$ cat src/design/u8sd_pkg.sv
// Shared types, byte constants and the front-of-window decode function.
package u8sd_pkg;

   localparam int unsigned HoldDepth = 4;
   localparam int unsigned CpWidth   = 21;
   localparam int unsigned CntWidth  = 3;

   localparam logic [CpWidth-1:0] CP_REPLACEMENT = 21'h00FFFD;

   localparam logic [7:0] BYTE_ASCII_END = 8'h80;
   localparam logic [7:0] BYTE_LEAD_MIN  = 8'hC2;
   localparam logic [7:0] BYTE_LEAD_MAX  = 8'hF4;
   localparam logic [7:0] BYTE_LEAD2_MAX = 8'hDF;
   localparam logic [7:0] BYTE_LEAD3_MAX = 8'hEF;
   localparam logic [7:0] BYTE_E0        = 8'hE0;
   localparam logic [7:0] BYTE_ED        = 8'hED;
   localparam logic [7:0] BYTE_F0        = 8'hF0;
   localparam logic [7:0] BYTE_F4        = 8'hF4;
   localparam logic [7:0] SEC_E0_MIN     = 8'hA0;
   localparam logic [7:0] SEC_ED_MAX     = 8'h9F;
   localparam logic [7:0] SEC_F0_MIN     = 8'h90;
   localparam logic [7:0] SEC_F4_MAX     = 8'h8F;
   localparam logic [1:0] CONT_TAG       = 2'b10;

   typedef logic [HoldDepth-1:0][7:0] win_type;

   typedef struct packed {
      logic                ready;
      logic                err;
      logic [CntWidth-1:0] used;
      logic [CpWidth-1:0]  cp;
   } dec_type;

   typedef struct packed {
      logic load;
      logic consume;
   } u8sd_cmd_type;

   typedef struct packed {
      logic front_ready;
      logic is_last;
      logic out_free;
   } u8sd_sts_type;

   // Decode the sequence at the front of the window.
   function automatic dec_type u8sd_decode(input win_type win,
                                           input logic [CntWidth-1:0] count,
                                           input logic flush);
      logic [7:0]          b0;
      logic [7:0]          b1;
      logic [CntWidth-1:0] need;
      logic                bad;
      dec_type             r;
      int                  i;
      b0      = win[0];
      b1      = win[1];
      bad     = 1'b0;
      r.ready = 1'b1;
      r.err   = 1'b1;
      r.used  = 3'd1;
      r.cp    = CP_REPLACEMENT;
      if (b0 <= BYTE_LEAD2_MAX) begin
         need = 3'd2;
      end else if (b0 <= BYTE_LEAD3_MAX) begin
         need = 3'd3;
      end else begin
         need = 3'd4;
      end
      if (b0 < BYTE_ASCII_END) begin
         r.cp  = {13'd0, b0};
         r.err = 1'b0;
      end else if (b0 < BYTE_LEAD_MIN || b0 > BYTE_LEAD_MAX) begin
         r.err = 1'b1;
      end else if (count < need) begin
         // cut off: wait for more bytes unless the text ends here
         r.ready = flush;
      end else begin
         for (i = 1; i < HoldDepth; i++) begin
            if (3'(i) < need && win[i][7:6] != CONT_TAG) begin
               bad = 1'b1;
            end
         end
         if (b0 == BYTE_E0 && b1 < SEC_E0_MIN) bad = 1'b1;
         if (b0 == BYTE_ED && b1 > SEC_ED_MAX) bad = 1'b1;
         if (b0 == BYTE_F0 && b1 < SEC_F0_MIN) bad = 1'b1;
         if (b0 == BYTE_F4 && b1 > SEC_F4_MAX) bad = 1'b1;
         if (!bad) begin
            r.err  = 1'b0;
            r.used = need;
            if (need == 3'd2) begin
               r.cp = {10'd0, b0[4:0], b1[5:0]};
            end else if (need == 3'd3) begin
               r.cp = {5'd0, b0[3:0], b1[5:0], win[2][5:0]};
            end else begin
               r.cp = {b0[2:0], b1[5:0], win[2][5:0], win[3][5:0]};
            end
         end
      end
      return r;
   endfunction

endpackage

$ cat src/design/u8sd_ctrl.sv
// Controller: accepts one word, then drains decoded results from the window.
module u8sd_ctrl import u8sd_pkg::*; (
   input  logic         clock,
   input  logic         reset,
   input  logic         req_tvalid,
   output logic         req_tready,
   input  u8sd_sts_type sts,
   output u8sd_cmd_type cmd
);

   localparam logic ST_IDLE = 1'b0;
   localparam logic ST_RUN  = 1'b1;

   logic state_ff;
   logic state_in;

   always_comb begin
      state_in    = state_ff;
      req_tready  = 1'b0;
      cmd.load    = 1'b0;
      cmd.consume = 1'b0;
      unique case (state_ff)
         ST_IDLE: begin
            req_tready = 1'b1;
            if (req_tvalid) begin
               cmd.load = 1'b1;
               state_in = ST_RUN;
            end
         end
         ST_RUN: begin
            if (!sts.front_ready) begin
               // front lead waits for more bytes
               state_in = ST_IDLE;
            end else if (sts.out_free) begin
               cmd.consume = 1'b1;
               if (sts.is_last) state_in = ST_IDLE;
            end
         end
         default: state_in = ST_IDLE;
      endcase
   end

   always_ff @(posedge clock) begin
      if (reset) begin
         state_ff <= ST_IDLE;
      end else begin
         state_ff <= state_in;
      end
   end

endmodule

$ cat src/design/u8sd_dpath.sv
// Datapath: byte window, front decoder with lookahead, and result register.
module u8sd_dpath import u8sd_pkg::*; (
   input  logic                clock,
   input  logic                reset,
   input  u8sd_cmd_type        cmd,
   output u8sd_sts_type        sts,
   input  logic [7:0]          in_byte,
   input  logic                in_end,
   output logic                rsp_tvalid,
   input  logic                rsp_tready,
   output logic [CpWidth-1:0]  out_cp,
   output logic [CntWidth-1:0] out_used,
   output logic                out_err,
   output logic                out_last,
   output logic                out_done
);

   win_type             held_ff;
   win_type             held_in;
   logic [CntWidth-1:0] count_ff;
   logic [CntWidth-1:0] count_in;
   logic                flush_ff;
   logic                flush_in;
   logic                rsp_valid_ff;
   logic                rsp_valid_in;
   logic [CpWidth-1:0]  cp_ff;
   logic [CntWidth-1:0] used_ff;
   logic                err_ff;
   logic                last_ff;
   logic                done_ff;

   dec_type             cur;
   dec_type             nxt;
   win_type             shifted;
   logic [CntWidth-1:0] remain;
   logic [CntWidth-1:0] idx;
   logic                last;

   // Decode the front, then look one result ahead on the shifted window.
   always_comb begin
      cur    = u8sd_decode(held_ff, count_ff, flush_ff);
      remain = count_ff - cur.used;
      for (int i = 0; i < HoldDepth; i++) begin
         idx = 3'(i) + cur.used;
         shifted[i] = (idx < 3'(HoldDepth)) ? held_ff[idx[1:0]] : 8'h00;
      end
      nxt  = u8sd_decode(shifted, remain, flush_ff);
      last = (remain == 3'd0) || !nxt.ready;
   end

   assign sts.front_ready = cur.ready;
   assign sts.is_last     = last;
   assign sts.out_free    = !rsp_valid_ff || rsp_tready;

   always_comb begin
      held_in  = held_ff;
      count_in = count_ff;
      flush_in = flush_ff;
      if (cmd.load) begin
         held_in[count_ff[1:0]] = in_byte;
         count_in               = count_ff + 3'd1;
         flush_in               = in_end;
      end else if (cmd.consume) begin
         held_in  = shifted;
         count_in = remain;
      end
      rsp_valid_in = rsp_valid_ff;
      if (cmd.consume) begin
         rsp_valid_in = 1'b1;
      end else if (rsp_tready) begin
         rsp_valid_in = 1'b0;
      end
   end

   always_ff @(posedge clock) begin
      if (reset) begin
         count_ff     <= '0;
         flush_ff     <= 1'b0;
         rsp_valid_ff <= 1'b0;
      end else begin
         count_ff     <= count_in;
         flush_ff     <= flush_in;
         rsp_valid_ff <= rsp_valid_in;
      end
   end

   always_ff @(posedge clock) begin
      held_ff <= held_in;
      if (cmd.consume) begin
         cp_ff   <= cur.cp;
         used_ff <= cur.used;
         err_ff  <= cur.err;
         last_ff <= last;
         done_ff <= last && flush_ff;
      end
   end

   assign rsp_tvalid = rsp_valid_ff;
   assign out_cp     = cp_ff;
   assign out_used   = used_ff;
   assign out_err    = err_ff;
   assign out_last   = last_ff;
   assign out_done   = done_ff;

   a_no_overflow: assert property (@(posedge clock) disable iff (reset)
      cmd.load |-> count_ff < 3'(HoldDepth))
      else $error("byte loaded into a full window");

   a_flush_empties: assert property (@(posedge clock) disable iff (reset)
      (cmd.consume && last && flush_ff) |=> count_ff == 3'd0)
      else $error("window not empty after end of text");

   a_no_overwrite: assert property (@(posedge clock) disable iff (reset)
      cmd.consume |-> (!rsp_valid_ff || rsp_tready))
      else $error("result register overwritten before it was taken");

endmodule

$ cat src/design/utf8_stream_decoder.sv
// Top level of the streaming UTF-8 decoder.
// Takes one UTF-8 byte per input word (req_tlast marks the final byte of a text)
// and returns one word per decoded code point. Each accepted byte is loaded
// into a four-byte window, and the results it releases (one to four) then
// leave one at a time, each held back while the result side stalls. A byte
// that releases nothing still takes the controller into its run state, in
// which it finds the front lead waiting. The controller takes no new byte
// until it has released every result the window can give at that point
// and has returned to idle.
// Bad lead bytes, missing continuation bytes, overlong forms, surrogates and
// values above U+10FFFF give U+FFFD with the error flag and consume only the
// lead byte; the bytes behind it are decoded again. A sequence still open when
// req_tlast arrives is flushed the same way, and the last result of that text
// has text_done set. rsp_tlast marks the last result released by one input byte.
module utf8_stream_decoder import u8sd_pkg::*; (
   input  logic        clock,
   input  logic        reset,
   input  logic        req_tvalid,
   output logic        req_tready,
   input  logic [7:0]  req_tdata,   // [7:0] in_byte
   input  logic        req_tlast,   // end_of_text
   output logic        rsp_tvalid,
   input  logic        rsp_tready,
   output logic [23:0] rsp_tdata,   // [20:0] code_point, [23:21] byte_count
   output logic        rsp_tlast,   // last_of_run
   output logic [1:0]  rsp_tuser    // [0] is_error, [1] text_done
);

   u8sd_cmd_type        cmd;
   u8sd_sts_type        sts;
   logic [CpWidth-1:0]  cp;
   logic [CntWidth-1:0] used;
   logic                err;
   logic                done;

   // Sequence the load and drain of the window.
   u8sd_ctrl u_ctrl (
      .clock      (clock),
      .reset      (reset),
      .req_tvalid (req_tvalid),
      .req_tready (req_tready),
      .sts        (sts),
      .cmd        (cmd)
   );

   // Hold the window, decode its front and register each result.
   u8sd_dpath u_dpath (
      .clock      (clock),
      .reset      (reset),
      .cmd        (cmd),
      .sts        (sts),
      .in_byte    (req_tdata),
      .in_end     (req_tlast),
      .rsp_tvalid (rsp_tvalid),
      .rsp_tready (rsp_tready),
      .out_cp     (cp),
      .out_used   (used),
      .out_err    (err),
      .out_last   (rsp_tlast),
      .out_done   (done)
   );

   // Pack the result word: code point low, byte count above it.
   assign rsp_tdata = {used, cp};
   assign rsp_tuser = {done, err};

endmodule
$ cat config.mk
export PLATFORM = sky130hd
export DESIGN_NAME = utf8_stream_decoder
export DESIGN_NICKNAME = d
export VERILOG_FILES = /design/src/design/u8sd_pkg.sv /design/src/design/u8sd_ctrl.sv /design/src/design/u8sd_dpath.sv /design/src/design/utf8_stream_decoder.sv
export SDC_FILE = /design/constraint.sdc
export NUM_CORES = 1
export LEC_CHECK = 0
export BUFFER_PORTS_ARGS = -buffer_cell sky130_fd_sc_hd__buf_4
export CAP_MARGIN = 25
export CORE_MARGIN = 2
export CORE_UTILIZATION = 40
export CTS_BUF_LIST = sky130_fd_sc_hd__clkbuf_2
export DETAILED_ROUTE_END_ITERATION = 6
export HOLD_SLACK_MARGIN = 0.02
export PLACE_DENSITY = 0.67
export SKIP_CTS_REPAIR_TIMING = 1
export SKIP_LAST_GASP = 1
export SLEW_MARGIN = 20
export SYNTH_ARGS = -nofsm -noshare
export SYNTH_HDL_FRONTEND = slang
export SYNTH_SLANG_ARGS = --single-unit
$ cat constraint.sdc
create_clock -name clock -period 12.8 [get_ports clock]
set_input_delay 1.28 -clock clock [delete_from_list [all_inputs] [get_ports clock]]
set_output_delay 1.28 -clock clock [all_outputs]
set_load 0.05 [all_outputs]
==> impl_metrics.ini <==
[final_layout]
layout_common_cells = 59 x edfxtp_1, 45 x buf_4, 43 x nand2_1
postLayoutCoreUtil_pct = 45.6
layout_commonest_cell = edfxtp_1
drive_gt1_share_pct = 18.8
antennaDiodeCount = 0
fill_cells = 994
layoutNonFillerInstCount = 584
nets = 468
area_growth_pct = 10.7

[timing]
final-setup-viol-count = 0
hold_viol = 0
finalMaxSlewViolations = 0
relSlewSlack_pct = 38.5
finClkSkew_ns = 0.0305
rsz0062_at_grt = no
setup_tns_ns = 0
fin_crit_ns = 4.95
period_share_pct = 38.7
tightest_slew_ns = 0.911
fmax_mhz = 202

[global_route]
grtUsageTotal_pct = 21.1
grt_max_degree = 36
grt_first_pass_wirelength_mm = 18.4
antenna_found_initial = 0
grt_overflow = 0
grt_pass1_vias = 3330

[worst_setup_path]
crit_fanout = 15
crit_path_end_kind = flop
cp.arrival_ns = 5.35
rr_worst_depth = 13
critical_path_class = reg -> reg
worstSetupStartpointType = flop
worst_ep_required_time_ns = 13.20

[placement]
hpwl_mm = 8.19
numPortBuffers = 41
gp_congestion = 0.899
dp_cells = 567

[cts]
clk_path_buf_depth = 2
cts_tree = yes
cts-buffers-inserted = 9
clock_latency_ns = 0.54
cts.sinks = 65
clkTransAtPathRegs_ns = 0.20
cts_root_buffer = clkbuf_2
h-tree-depth = 3

[routing]
viasPerCell = 6.06
wl_per_cell_um = 19.8
wirelength_mm = 11.6
drtIter0Drc = 265
post-route-drc-count = 0
ant_nets = 0
num_vias = 3537
dr.pass1.iters = 5

[pwr]
p_switching_uw = 623
vdd_drop_max_v = 0.000113
p_clk_share_pct = 10.0
swShare_pct = 49.3
power.density_nw_per_um2 = 269
p_seq_share_pct = 38.9
p_leak_nw = 1.85
combPwrFrac_pct = 51.2
internal_power_uw = 640

[yosys]
synth_cell_types = 61
synthTopCellsByArea = edfxtp_1 42%, mux2i_1 5.7%, mux4_2 4.3%
synthDominantCellAreaShare_pct = 41.9
seq_area_frac_synth_pct = 44.7
ys.flop_type = edfxtp_1
async_flop_share_pct = 0
postSynthCellCount = 423
synth_edf_count = 59
synth_warnings = 0
syn-mean-instance-area_sq_um = 10.0
yosysTopAreaCell = edfxtp_1
synth_area_sq_um = 4230
synth_seq_cells = 65
synth_nets = 448

[die]
fp.dieH_um = 107
start_util_pct = 41.2
boundaryPins = 42
coreArea_sq_um = 10300
die_w_um = 107
dieArea_sq_um = 11400
rows = 37

[hold_path]
hold_class = reg -> reg
hold_depth = 2

[status]
outcome = complete, no violations

[run]
drv_cap = 0
flip-flops by register name, indices dropped and copies added, names as in the netlist:
register and flops:
u_ctrl.state_ff 1, u_dpath.count_ff 3, u_dpath.flush_ff 1, u_dpath.held_ff 32, u_dpath.out_cp 21, u_dpath.out_done 1
u_dpath.out_err 1, u_dpath.out_last 1, u_dpath.out_used 3, u_dpath.rsp_tvalid 1
metal layers:
| layer | wire length, um | track usage, % |
|---|---|---|
| met5 | 0 | 0 |
| met2 | 5280 | 32.5 |
| met1 | 4910 | 29.5 |
| met3 | 1020 | 3.16 |
| met4 | 367 | 9.18 |
synth_stat cells (8+ instances only):
cell       n
mux4_2     8
nand3_1   17
nor3_1    10
a22o_1    14
mux2i_1   24
nand2_1   43
nor2_1    32
a21oi_1   35
inv_1     16
edfxtp_1  59
ha_1      11
o21ai_0   29
clkbuf_1  18
worst max-delay path, stage by stage (launching register included):
cell and delay (ns):
edfxtp_1 0.73, nand4_2 0.42, inv_2 0.31, ha_1 0.20, o21a_1 0.13, o32a_1 0.17
o21ai_1 0.15, or3_1 0.58, nor2_1 0.67, buf_4 0.33, mux2_2 0.40, o221a_1 0.27
nor3_2 0.27, o21a_1 0.18
worst paths after layout:
check                     startpoint                to  slack, ns
setup / recovery  u_dpath.held_ff[7]  u_dpath.out_done       7.85
hold / removal      u_dpath.flush_ff  u_dpath.flush_ff       0.53
setup reg to reg  u_dpath.held_ff[7]  u_dpath.out_done       7.85
hold reg to reg     u_dpath.flush_ff  u_dpath.flush_ff       0.53
kinds of logic after synthesis:
logic type	share of synthesized area, %
and+or+nand+nor	16.4
adders and majority gates	3.73
AOI/OAI and AO/OA	17.8
xor gates and xnor gates	1.04
buffers and inverters	5.83
muxes	10.5
DFF	44.7
power by group through the flow:
| stage | clock network, mW | registers [mW] | logic, mW |
|---|---|---|---|
| detailed placement | 0 | 0.490 | 0.634 |
| global route | 0.135 | 0.501 | 0.697 |
| finish | 0.126 | 0.491 | 0.646 |
| CTS | 0.128 | 0.484 | 0.637 |
| floorplan | 0 | 0.516 | 0.425 |
| global placement | 0 | 0.489 | 0.625 |
through the flow:
stage	hold WS, ns	total power [mW]	setup WS [ns]	cell area [sq um]
final	0.529	1.26	7.85	4680
after global routing	0.566	1.33	7.59	4680
after CTS	0.532	1.25	7.93	4670
after detailed placement	0.511	1.12	7.98	4560
after global placement	0.510	1.11	8.19	4560
after floorplan	0.463	0.941	8.35	4230
final cells by class:
class	instances	area (sq um)	area share, %
clock inverter	7	70.1	1.50
timing repair buffer	46	349	7.45
multi-input combinational	304	2090	44.7
tap	136	170	3.63
sequential	65	1890	40.4
inverter	17	63.8	1.36
clock buffer	9	45.0	0.962
Note: power is estimated with default switching activity, not from simulation.
